File: config.mk
export PLATFORM = sky130hd
export DESIGN_NAME = priority_nonpreemptive_scheduler_top
export DESIGN_NICKNAME = d
export VERILOG_FILES = /design/src/hdl/pns_pkg.sv /design/src/hdl/pns_ctrl.sv /design/src/hdl/pns_datapath.sv /design/src/hdl/priority_nonpreemptive_scheduler_top.sv
export SDC_FILE = /design/constraint.sdc
export NUM_CORES = 2
export LEC_CHECK = 0
export ABC_CLOCK_PERIOD_IN_PS = 4400
export BUFFER_PORTS_ARGS = -buffer_cell sky130_fd_sc_hd__clkbuf_2
export CAP_MARGIN = 20
export CORE_UTILIZATION = 40
export CTS_CLUSTER_DIAMETER = 80
export CTS_CLUSTER_SIZE = 20
export DETAILED_ROUTE_END_ITERATION = 16
export MAX_ROUTING_LAYER = met4
export SLEW_MARGIN = 20
export SYNTH_ARGS = -nofsm -noshare
export SYNTH_HDL_FRONTEND = slang
export SYNTH_SLANG_ARGS = --single-unit
File: constraint.sdc
create_clock -name clock -period 4.4 [get_ports clock]
set_clock_uncertainty 0.2 [all_clocks]
set_input_delay 0.22 -clock clock [delete_from_list [all_inputs] [get_ports clock]]
set_output_delay 0.22 -clock clock [all_outputs]
set_load 0.02 [all_outputs]
File: src/hdl/pns_pkg.sv
// Shared constants, field widths and controller/datapath interface types for the scheduler.
package pns_pkg;

   localparam int MAX_PROCS_DEF = 64;
   localparam int TIME_BITS_DEF = 16;
   localparam int PRIO_BITS_DEF = 8;

   localparam int ARRIVAL_BITS  = 16;
   localparam int BURST_BITS    = 16;
   localparam int PRIO_FLD_BITS = 8;
   localparam int INDEX_BITS    = 6;
   localparam int RES_BITS      = 23;

   localparam int REQ_DATA_BITS = 40;
   localparam int RSP_DATA_BITS = 56;

   localparam logic [RES_BITS-1:0] RES_MAX = {RES_BITS{1'b1}};

   typedef struct packed {
      logic load;
      logic scan_init;
      logic scan_step;
      logic decide;
      logic out_init;
      logic out_load;
      logic batch_clear;
   } cmd_type;

   typedef struct packed {
      logic scan_last;
      logic found;
      logic all_done;
      logic out_free;
      logic out_last;
   } status_type;

endpackage

File: src/hdl/pns_ctrl.sv
// Controller state machine: load, scan, pick and result sequencing.
module pns_ctrl (
   input  logic                  clock,
   input  logic                  reset,
   input  logic                  req_tvalid,
   input  logic                  req_tlast,
   output logic                  req_tready,
   input  pns_pkg::status_type   status,
   output pns_pkg::cmd_type      cmd
);

   typedef enum logic [5:0] {
      ST_LOAD      = 6'b000001,
      ST_SCAN      = 6'b000010,
      ST_SCAN_TAIL = 6'b000100,
      ST_DECIDE    = 6'b001000,
      ST_OUT_RD    = 6'b010000,
      ST_OUT_LD    = 6'b100000
   } state_type;

   state_type state_ff;
   state_type state_in;

   always_ff @(posedge clock) begin
      if (reset) begin
         state_ff <= ST_LOAD;
      end else begin
         state_ff <= state_in;
      end
   end

   assign req_tready = (state_ff == ST_LOAD);

   always_comb begin
      state_in = state_ff;
      cmd      = '0;
      unique case (state_ff)
         ST_LOAD: begin
            if (req_tvalid) begin
               cmd.load = 1'b1;
               if (req_tlast) begin
                  cmd.scan_init = 1'b1;
                  state_in      = ST_SCAN;
               end
            end
         end
         ST_SCAN: begin
            cmd.scan_step = 1'b1;
            if (status.scan_last) begin
               state_in = ST_SCAN_TAIL;
            end
         end
         // last compare lands in the best-so-far registers this cycle
         ST_SCAN_TAIL: begin
            state_in = ST_DECIDE;
         end
         ST_DECIDE: begin
            cmd.decide = 1'b1;
            if (status.found && status.all_done) begin
               cmd.out_init = 1'b1;
               state_in     = ST_OUT_RD;
            end else begin
               cmd.scan_init = 1'b1;
               state_in      = ST_SCAN;
            end
         end
         ST_OUT_RD: begin
            state_in = ST_OUT_LD;
         end
         ST_OUT_LD: begin
            if (status.out_free) begin
               cmd.out_load = 1'b1;
               if (status.out_last) begin
                  cmd.batch_clear = 1'b1;
                  state_in        = ST_LOAD;
               end else begin
                  state_in = ST_OUT_RD;
               end
            end
         end
         default: begin
            state_in = ST_LOAD;
         end
      endcase
   end

endmodule

File: src/hdl/pns_datapath.sv
// Datapath: process stores, scan compare, simulated time and result register.
module pns_datapath #(
   parameter int MAX_PROCS = pns_pkg::MAX_PROCS_DEF,
   parameter int TIME_BITS = pns_pkg::TIME_BITS_DEF,
   parameter int PRIO_BITS = pns_pkg::PRIO_BITS_DEF
) (
   input  logic                               clock,
   input  logic                               reset,
   input  pns_pkg::cmd_type                   cmd,
   output pns_pkg::status_type                status,
   input  logic [pns_pkg::REQ_DATA_BITS-1:0]  req_tdata,
   output logic                               rsp_tvalid,
   input  logic                               rsp_tready,
   output logic [pns_pkg::RSP_DATA_BITS-1:0]  rsp_tdata,
   output logic                               rsp_tuser,
   output logic                               rsp_tlast
);

   localparam int IDX_BITS = (MAX_PROCS > 1) ? $clog2(MAX_PROCS) : 1;
   localparam int CNT_BITS = $clog2(MAX_PROCS + 1);
   // arrival plus all bursts stays below (MAX_PROCS + 1) * 2^TIME_BITS
   localparam int CLK_BITS = TIME_BITS + IDX_BITS + 1;
   localparam int SUM_BITS = CLK_BITS + 1;
   localparam int EXT_BITS = (SUM_BITS > pns_pkg::RES_BITS) ? SUM_BITS : pns_pkg::RES_BITS;
   localparam int RES_BITS = pns_pkg::RES_BITS;

   // stores
   logic [TIME_BITS-1:0] arr_mem   [MAX_PROCS];
   logic [TIME_BITS-1:0] burst_mem [MAX_PROCS];
   logic [PRIO_BITS-1:0] prio_mem  [MAX_PROCS];
   logic [CLK_BITS-1:0]  wait_mem  [MAX_PROCS];

   logic [TIME_BITS-1:0] rd_arr_ff;
   logic [TIME_BITS-1:0] rd_burst_ff;
   logic [PRIO_BITS-1:0] rd_prio_ff;
   logic [CLK_BITS-1:0]  rd_wait_ff;

   logic [MAX_PROCS-1:0] done_ff,     done_in;
   logic [CNT_BITS-1:0]  loaded_ff,   loaded_in;
   logic [CNT_BITS-1:0]  finished_ff, finished_in;
   logic                 ovf_ff,      ovf_in;
   logic [CLK_BITS-1:0]  now_ff,      now_in;
   logic [IDX_BITS-1:0]  idx_ff,      idx_in;
   logic                 cmp_vld_ff;
   logic [IDX_BITS-1:0]  cmp_idx_ff;

   logic                 found_ff,      found_in;
   logic [PRIO_BITS-1:0] best_prio_ff,  best_prio_in;
   logic [IDX_BITS-1:0]  best_idx_ff,   best_idx_in;
   logic [TIME_BITS-1:0] best_arr_ff,   best_arr_in;
   logic [TIME_BITS-1:0] best_burst_ff, best_burst_in;
   logic [TIME_BITS-1:0] next_arr_ff,   next_arr_in;

   logic                 out_vld_ff,  out_vld_in;
   logic [pns_pkg::INDEX_BITS-1:0] out_idx_ff;
   logic [RES_BITS-1:0]  out_wait_ff;
   logic [RES_BITS-1:0]  out_turn_ff;
   logic                 out_ovf_ff;
   logic                 out_last_ff;

   logic                 has_room;
   logic [IDX_BITS-1:0]  wr_idx;
   logic [TIME_BITS-1:0] req_arr;
   logic [TIME_BITS-1:0] req_burst;
   logic [PRIO_BITS-1:0] req_prio;
   logic                 idx_is_last;
   logic                 pending;
   logic                 arrived;
   logic [CLK_BITS-1:0]  wait_val;
   logic [EXT_BITS-1:0]  wait_ext;
   logic [EXT_BITS-1:0]  turn_ext;
   logic [EXT_BITS-1:0]  max_ext;
   logic [RES_BITS-1:0]  wait_sat;
   logic [RES_BITS-1:0]  turn_sat;

   assign has_room  = (loaded_ff < CNT_BITS'(MAX_PROCS));
   assign wr_idx    = loaded_ff[IDX_BITS-1:0];
   assign req_arr   = TIME_BITS'(req_tdata[15:0]);
   assign req_burst = TIME_BITS'(req_tdata[31:16]);
   assign req_prio  = PRIO_BITS'(req_tdata[39:32]);

   assign idx_is_last = ((CNT_BITS'(idx_ff) + CNT_BITS'(1)) == loaded_ff);

   always_ff @(posedge clock) begin
      if (cmd.load && has_room) begin
         arr_mem[wr_idx]   <= req_arr;
         burst_mem[wr_idx] <= req_burst;
         prio_mem[wr_idx]  <= req_prio;
      end
      rd_arr_ff   <= arr_mem[idx_ff];
      rd_burst_ff <= burst_mem[idx_ff];
      rd_prio_ff  <= prio_mem[idx_ff];
   end

   assign wait_val = now_ff - CLK_BITS'(best_arr_ff);

   always_ff @(posedge clock) begin
      if (cmd.decide && found_ff) begin
         wait_mem[best_idx_ff] <= wait_val;
      end
      rd_wait_ff <= wait_mem[idx_ff];
   end

   // scan compare, one entry per cycle behind the read
   assign pending = cmp_vld_ff && !done_ff[cmp_idx_ff];
   assign arrived = (CLK_BITS'(rd_arr_ff) <= now_ff);

   always_comb begin
      found_in      = found_ff;
      best_prio_in  = best_prio_ff;
      best_idx_in   = best_idx_ff;
      best_arr_in   = best_arr_ff;
      best_burst_in = best_burst_ff;
      next_arr_in   = next_arr_ff;
      if (cmd.scan_init) begin
         found_in    = 1'b0;
         next_arr_in = {TIME_BITS{1'b1}};
      end else if (pending) begin
         if (arrived) begin
            if (!found_ff || (rd_prio_ff < best_prio_ff)) begin
               found_in      = 1'b1;
               best_prio_in  = rd_prio_ff;
               best_idx_in   = cmp_idx_ff;
               best_arr_in   = rd_arr_ff;
               best_burst_in = rd_burst_ff;
            end
         end else if (rd_arr_ff < next_arr_ff) begin
            next_arr_in = rd_arr_ff;
         end
      end
   end

   always_comb begin
      done_in     = done_ff;
      loaded_in   = loaded_ff;
      finished_in = finished_ff;
      ovf_in      = ovf_ff;
      now_in      = now_ff;
      idx_in      = idx_ff;
      if (cmd.load) begin
         if (has_room) begin
            loaded_in = loaded_ff + CNT_BITS'(1);
         end else begin
            ovf_in = 1'b1;
         end
      end
      if (cmd.decide) begin
         if (found_ff) begin
            now_in               = now_ff + CLK_BITS'(best_burst_ff);
            done_in[best_idx_ff] = 1'b1;
            finished_in          = finished_ff + CNT_BITS'(1);
         end else begin
            now_in = CLK_BITS'(next_arr_ff);
         end
      end
      if (cmd.scan_init || cmd.out_init) begin
         idx_in = '0;
      end else if ((cmd.scan_step || cmd.out_load) && !idx_is_last) begin
         idx_in = idx_ff + IDX_BITS'(1);
      end
      if (cmd.batch_clear) begin
         done_in     = '0;
         loaded_in   = '0;
         finished_in = '0;
         ovf_in      = 1'b0;
         now_in      = '0;
      end
   end

   // result register
   assign wait_ext = EXT_BITS'(rd_wait_ff);
   assign turn_ext = EXT_BITS'(SUM_BITS'(rd_wait_ff) + SUM_BITS'(rd_burst_ff));
   assign max_ext  = EXT_BITS'(pns_pkg::RES_MAX);
   assign wait_sat = (wait_ext > max_ext) ? pns_pkg::RES_MAX : wait_ext[RES_BITS-1:0];
   assign turn_sat = (turn_ext > max_ext) ? pns_pkg::RES_MAX : turn_ext[RES_BITS-1:0];

   assign out_vld_in = cmd.out_load || (out_vld_ff && !rsp_tready);

   always_ff @(posedge clock) begin
      if (cmd.out_load) begin
         out_idx_ff  <= pns_pkg::INDEX_BITS'(idx_ff);
         out_wait_ff <= wait_sat;
         out_turn_ff <= turn_sat;
         out_ovf_ff  <= ovf_ff;
         out_last_ff <= idx_is_last;
      end
      best_prio_ff  <= best_prio_in;
      best_idx_ff   <= best_idx_in;
      best_arr_ff   <= best_arr_in;
      best_burst_ff <= best_burst_in;
      next_arr_ff   <= next_arr_in;
      cmp_idx_ff    <= idx_ff;
   end

   always_ff @(posedge clock) begin
      if (reset) begin
         done_ff     <= '0;
         loaded_ff   <= '0;
         finished_ff <= '0;
         ovf_ff      <= 1'b0;
         now_ff      <= '0;
         idx_ff      <= '0;
         cmp_vld_ff  <= 1'b0;
         found_ff    <= 1'b0;
         out_vld_ff  <= 1'b0;
      end else begin
         done_ff     <= done_in;
         loaded_ff   <= loaded_in;
         finished_ff <= finished_in;
         ovf_ff      <= ovf_in;
         now_ff      <= now_in;
         idx_ff      <= idx_in;
         cmp_vld_ff  <= cmd.scan_step;
         found_ff    <= found_in;
         out_vld_ff  <= out_vld_in;
      end
   end

   assign status.scan_last = idx_is_last;
   assign status.found     = found_ff;
   assign status.all_done  = ((finished_ff + CNT_BITS'(1)) == loaded_ff);
   assign status.out_free  = !out_vld_ff || rsp_tready;
   assign status.out_last  = idx_is_last;

   assign rsp_tvalid = out_vld_ff;
   assign rsp_tdata  = {4'b0, out_turn_ff, out_wait_ff, out_idx_ff};
   assign rsp_tuser  = out_ovf_ff;
   assign rsp_tlast  = out_last_ff;

endmodule

File: src/hdl/priority_nonpreemptive_scheduler_top.sv
// Top level: non-preemptive priority scheduler, controller plus datapath.
// Load: one word per cycle. Each pick scans the N loaded entries, one per cycle, then
// goes through the scan tail and decide states; an idle jump to the next arrival costs
// one extra scan. A batch of N takes at most N loads and 2N scans; then each result word
// goes through a memory read, then the output register, which waits on a stalled receiver.
// Synchronous active-high reset clears the batch count, time, done flags and output valid.
module priority_nonpreemptive_scheduler_top #(
   parameter int MAX_PROCS = pns_pkg::MAX_PROCS_DEF,
   parameter int TIME_BITS = pns_pkg::TIME_BITS_DEF,
   parameter int PRIO_BITS = pns_pkg::PRIO_BITS_DEF
) (
   input  logic                               clock,
   input  logic                               reset,
   input  logic                               req_tvalid,
   output logic                               req_tready,
   // arrival [15:0], burst [31:16], priority_level [39:32]
   input  logic [pns_pkg::REQ_DATA_BITS-1:0]  req_tdata,
   input  logic                               req_tlast,   // last_proc
   output logic                               rsp_tvalid,
   input  logic                               rsp_tready,
   // proc_index [5:0], waiting [28:6], turnaround [51:29], zero fill [55:52]
   output logic [pns_pkg::RSP_DATA_BITS-1:0]  rsp_tdata,
   output logic                               rsp_tuser,   // overflow
   output logic                               rsp_tlast    // last_result
);

   pns_pkg::cmd_type    cmd;
   pns_pkg::status_type status;

   pns_ctrl u_ctrl (
      .clock      (clock),
      .reset      (reset),
      .req_tvalid (req_tvalid),
      .req_tlast  (req_tlast),
      .req_tready (req_tready),
      .status     (status),
      .cmd        (cmd)
   );

   pns_datapath #(
      .MAX_PROCS (MAX_PROCS),
      .TIME_BITS (TIME_BITS),
      .PRIO_BITS (PRIO_BITS)
   ) u_datapath (
      .clock      (clock),
      .reset      (reset),
      .cmd        (cmd),
      .status     (status),
      .req_tdata  (req_tdata),
      .rsp_tvalid (rsp_tvalid),
      .rsp_tready (rsp_tready),
      .rsp_tdata  (rsp_tdata),
      .rsp_tuser  (rsp_tuser),
      .rsp_tlast  (rsp_tlast)
   );

   // a result word must never overwrite one still waiting
   a_out_free: assert property (@(posedge clock) disable iff (reset)
      cmd.out_load |-> status.out_free)
      else $error("result loaded over pending word");

   // batch clears only with the final result word
   a_clear_last: assert property (@(posedge clock) disable iff (reset)
      cmd.batch_clear |-> (cmd.out_load && status.out_last))
      else $error("batch cleared before final result");

   // scan and result sequencing never overlap
   a_one_cmd: assert property (@(posedge clock) disable iff (reset)
      $onehot0({cmd.scan_init, cmd.scan_step, cmd.out_init, cmd.out_load}))
      else $error("conflicting datapath commands");

   // a pick is decided only after the scan's final issue and the scan tail state
   a_decide_after_scan: assert property (@(posedge clock) disable iff (reset)
      cmd.decide |-> $past(cmd.scan_step, 2))
      else $error("decide without completed scan");

endmodule

==> flow_summary.yaml <==
clock_network:
  cts_buffers: 241
  holdBufCountCts: 24
  clkLatencyLatePin_ps: 970
  cts_resized: 0
  root_buffer: "clkbuf_16"
  cts_buffer_depth: 4
  path_clk_slew_ps: 80
  cts.sinks: 4334
  cts_setup_buffers: 0
  cts_tree: "built"
  htree_levels: 4
worst_setup_path:
  worstSetupStartpointType: "flop"
  rrSetupSlack_ps: 480
  reg2reg_depth: 10
  path_max_fanout: 33
  r2r_start: "u_datapath.best_arr_ff[1]"
  worstSetupEndpoint: "u_datapath.wait_mem[8][21]"
  end_kind: "flop"
  critical_path_arrival_ps: 4490
  cp.required_ps: 4970
  r2r-end: "u_datapath.wait_mem[8][21]"
  crit_path_start: "u_datapath.best_arr_ff[1]"
  path_class: "reg -> reg"
logic_synthesis:
  ys.flop_type: "edfxtp_1"
  yosysTopAreaCell: "edfxtp_1"
  netlist_area_sq_um: 166800
  synthTopCellsByArea: "edfxtp_1 (74%), mux4_2 (18%), dfxtp_1 (2.4%)"
  netlist_instances: 7179
  avgSynthCellArea_sq_um: 23.23
  yosys_register_bits: 4334
  synth_edf_count: 4132
  yosysWarnings: 0
  yosysSeqAreaShare_pct: 76.81
  synthArstFlopShare_pct: 0
  ys_types: 74
  yosysTopAreaCellShare_pct: 74.39
cells_and_area:
  fin_area_sq_um: 185000
  syn2layout_area_growth_pct: 10.92
  layout.cells.non_filler: 13190
  drive_gt1_share_pct: 29.27
  fill_cells: 34298
  nets: 7692
timing:
  tns_ps: 0
  setup_viol: 0
  hold_viol: 0
  whs_ps: 72.96
  period_share_pct: 89.01
  slew_viol_final: 0
  worst_pin_slew_ps: 1155
  fin_crit_ps: 3917
  maxSlewHeadroom_pct: 23.00
  fmax_ghz: 0.2553
  grt_setup_unrepaired: "no"
route:
  drc: 0
  detail-route-antenna-nets: 0
  routed_via_density: 5.977
  drt_iter0_drc: 10095
  via_count: 78842
  drtPass1Iterations: 8
  route.detailed.wl_per_inst_um: 33.66
  wirelength_um: 444000
status:
  status: "finished, final reports clean"
place:
  portBuffers: 100
  dp_hpwl_um: 253700
  place_area_sq_um: 177600
  place.gp.congestion: 0.8428
  placedCellCount: 12736
floorplanning:
  start_util_pct: 40.29
  num_io_pins: 105
  core_region_area_sq_um: 414000
  rows: 236
  die_h_um: 647.8
  die-area_sq_um: 419600
  die_w_um: 647.8
worst_hold_path:
  hold_path_class: "in -> reg"
grt:
  grt_antenna_before_repair: 40
  grt_use_total_pct: 21.60
  grt_start_max_net_pins: 114
  grt_pass1_vias: 78358
  grt_remaining_overflow: 0
  grt_pass1_wl_um: 618800
run:
  maxCapViolCount: 0
power_and_ir_drop:
  ir_drop_uv: 350.0
  design_power_total_mw: 69.88
  power_density_nw_per_um2: 377.7
  total_leakage_power_nw: 54.49
==> synthesized netlist by cell type, types with 13 or more instances <==
cell type / n
a211oi_1: 18
a21o_1: 19
a21oi_1: 69
buf_1: 64
buf_2: 75
buf_4: 25
clkbuf_1: 219
dfxtp_1: 202
edfxtp_1: 4132
ha_1: 89
inv_1: 73
mux2i_1: 15
mux4_2: 1339
nand2_1: 88
nand2b_1: 13
nand3_1: 66
nand4_1: 15
nor2_1: 272
nor2b_1: 14
nor3_1: 25
o21a_1: 42
o21ai_0: 60
xnor2_1: 48
xor2_1: 23
==> metrics by stage <==
step | worst slack, ps | util [%]
2_1_floorplan | 4.869 | -
3_3_place_gp | 359.0 | 42.90
3_5_place_dp | 493.5 | 42.90
4_1_cts | 469.4 | 44.60
5_1_grt | 251.3 | 44.69
6_report | 483.3 | 44.69
==> critical path: stages, from the launching register on <==
cell	delay (ps)
edfxtp_1	430
inv_1	100
ha_1	230
nor2b_1	150
o2111a_1	280
o21ai_0	160
a32oi_1	280
a41oi_1	400
nand3_1	230
xnor2_4	890
buf_4	360
==> flip-flops by register name, indices dropped and copies added (netlist names), 8 cells and up <==
name                      flops
u_datapath.arr_mem         1024
u_datapath.best_arr_ff       16
u_datapath.best_burst_ff     16
u_datapath.best_prio_ff       8
u_datapath.burst_mem       1024
u_datapath.done_ff           64
u_datapath.next_arr_ff       16
u_datapath.now_ff            23
u_datapath.out_turn_ff       23
u_datapath.out_wait_ff       23
u_datapath.prio_mem         512
u_datapath.rd_arr_ff         16
u_datapath.rd_burst_ff       16
u_datapath.rd_prio_ff         8
u_datapath.rd_wait_ff        23
u_datapath.wait_mem        1472
==> worst min path at each step <==
stage	from	endpoint	slack [ps]	cells past startpoint
after global routing	req_tvalid	u_datapath.ovf_ff	80	4
after detailed placement	u_datapath.rd_prio_ff[3]	u_datapath.best_prio_ff[3]	230	0
after floorplan	req_tdata[0]	u_datapath.arr_mem[0][0]	120	0
after CTS	req_tdata[20]	u_datapath.burst_mem[26][4]	5	1
after global placement	u_datapath.rd_prio_ff[3]	u_datapath.best_prio_ff[3]	220	0
final	req_tvalid	u_datapath.ovf_ff	70	4
==> per-layer routing <==
| metal | routed length [um] | part of all wire, % | vias to the layer above | global-route usage, % |
|---|---|---|---|---|
| li1 | - | - | 31117 | - |
| met1 | 179300 | 40 | 43676 | 29.41 |
| met2 | 218900 | 49 | 3450 | 34.80 |
| met3 | 33550 | 7.6 | 599 | 2.777 |
| met4 | 12290 | 2.8 | 0 | 5.358 |
| met5 | 0 | 0 | - | - |
==> logic make-up after synthesis <==
family                   share of synthesized area (%)
AO/OA/AOI/OAI                                    1.151
XOR/XNOR                                        0.3728
multiplexers                                     18.19
AND/OR/NAND/NOR                                  1.576
flip-flops                                       76.81
buffers and inverters                            1.193
adder cells (fa/ha/maj)                         0.7036
other                                         0.002248
==> report_power, final <==
part           switching, mW  internal (mW)  total, mW
registers              0.176           45.0       45.1
clock network           12.9           10.4       23.3
logic                  0.911          0.508       1.42
total                   14.0           55.9       69.9
==> cells in the final DEF, fill, tap and decap left out, types with 15 or more instances in the layout <==
cell type      synthesis  layout
o21a_1                42      42
inv_1                 73      71
mux2i_1               15      15
nand3_1               66      66
ha_1                  89      89
nand2_1               88      88
clkbuf_16              0     244
mux4_2              1339    1339
buf_2                 75      21
edfxtp_1            4132    4132
diode_2                0      19
a21oi_1               69      67
dlygate4sd3_1          0      47
a21o_1                19      18
a211oi_1              18      18
nor2_4                 1     100
buf_4                 25     275
nor2_1               272     144
nor2_2                 0      29
xnor2_1               48      30
dfxtp_1              202     196
clkbuf_2               0      72
nand4_1               15      15
xor2_1                23      22
buf_12                 0     105
clkbuf_1             219     124
nor3_1                25      25
o21ai_0               60      60
==> layout make-up <==
class	count	area [sq um]	area share [%]
sequential	4334	128100	69.26
clock buffer	370	6590	3.562
antenna	19	47.55	0.02570
clock inverter	15	214.0	0.1156
tap	5474	6849	3.702
multi-input combinational	2384	37760	20.41
inverter	73	274.0	0.1481
timing repair buffer	521	5132	2.774
(Power assumes the default switching activity.)
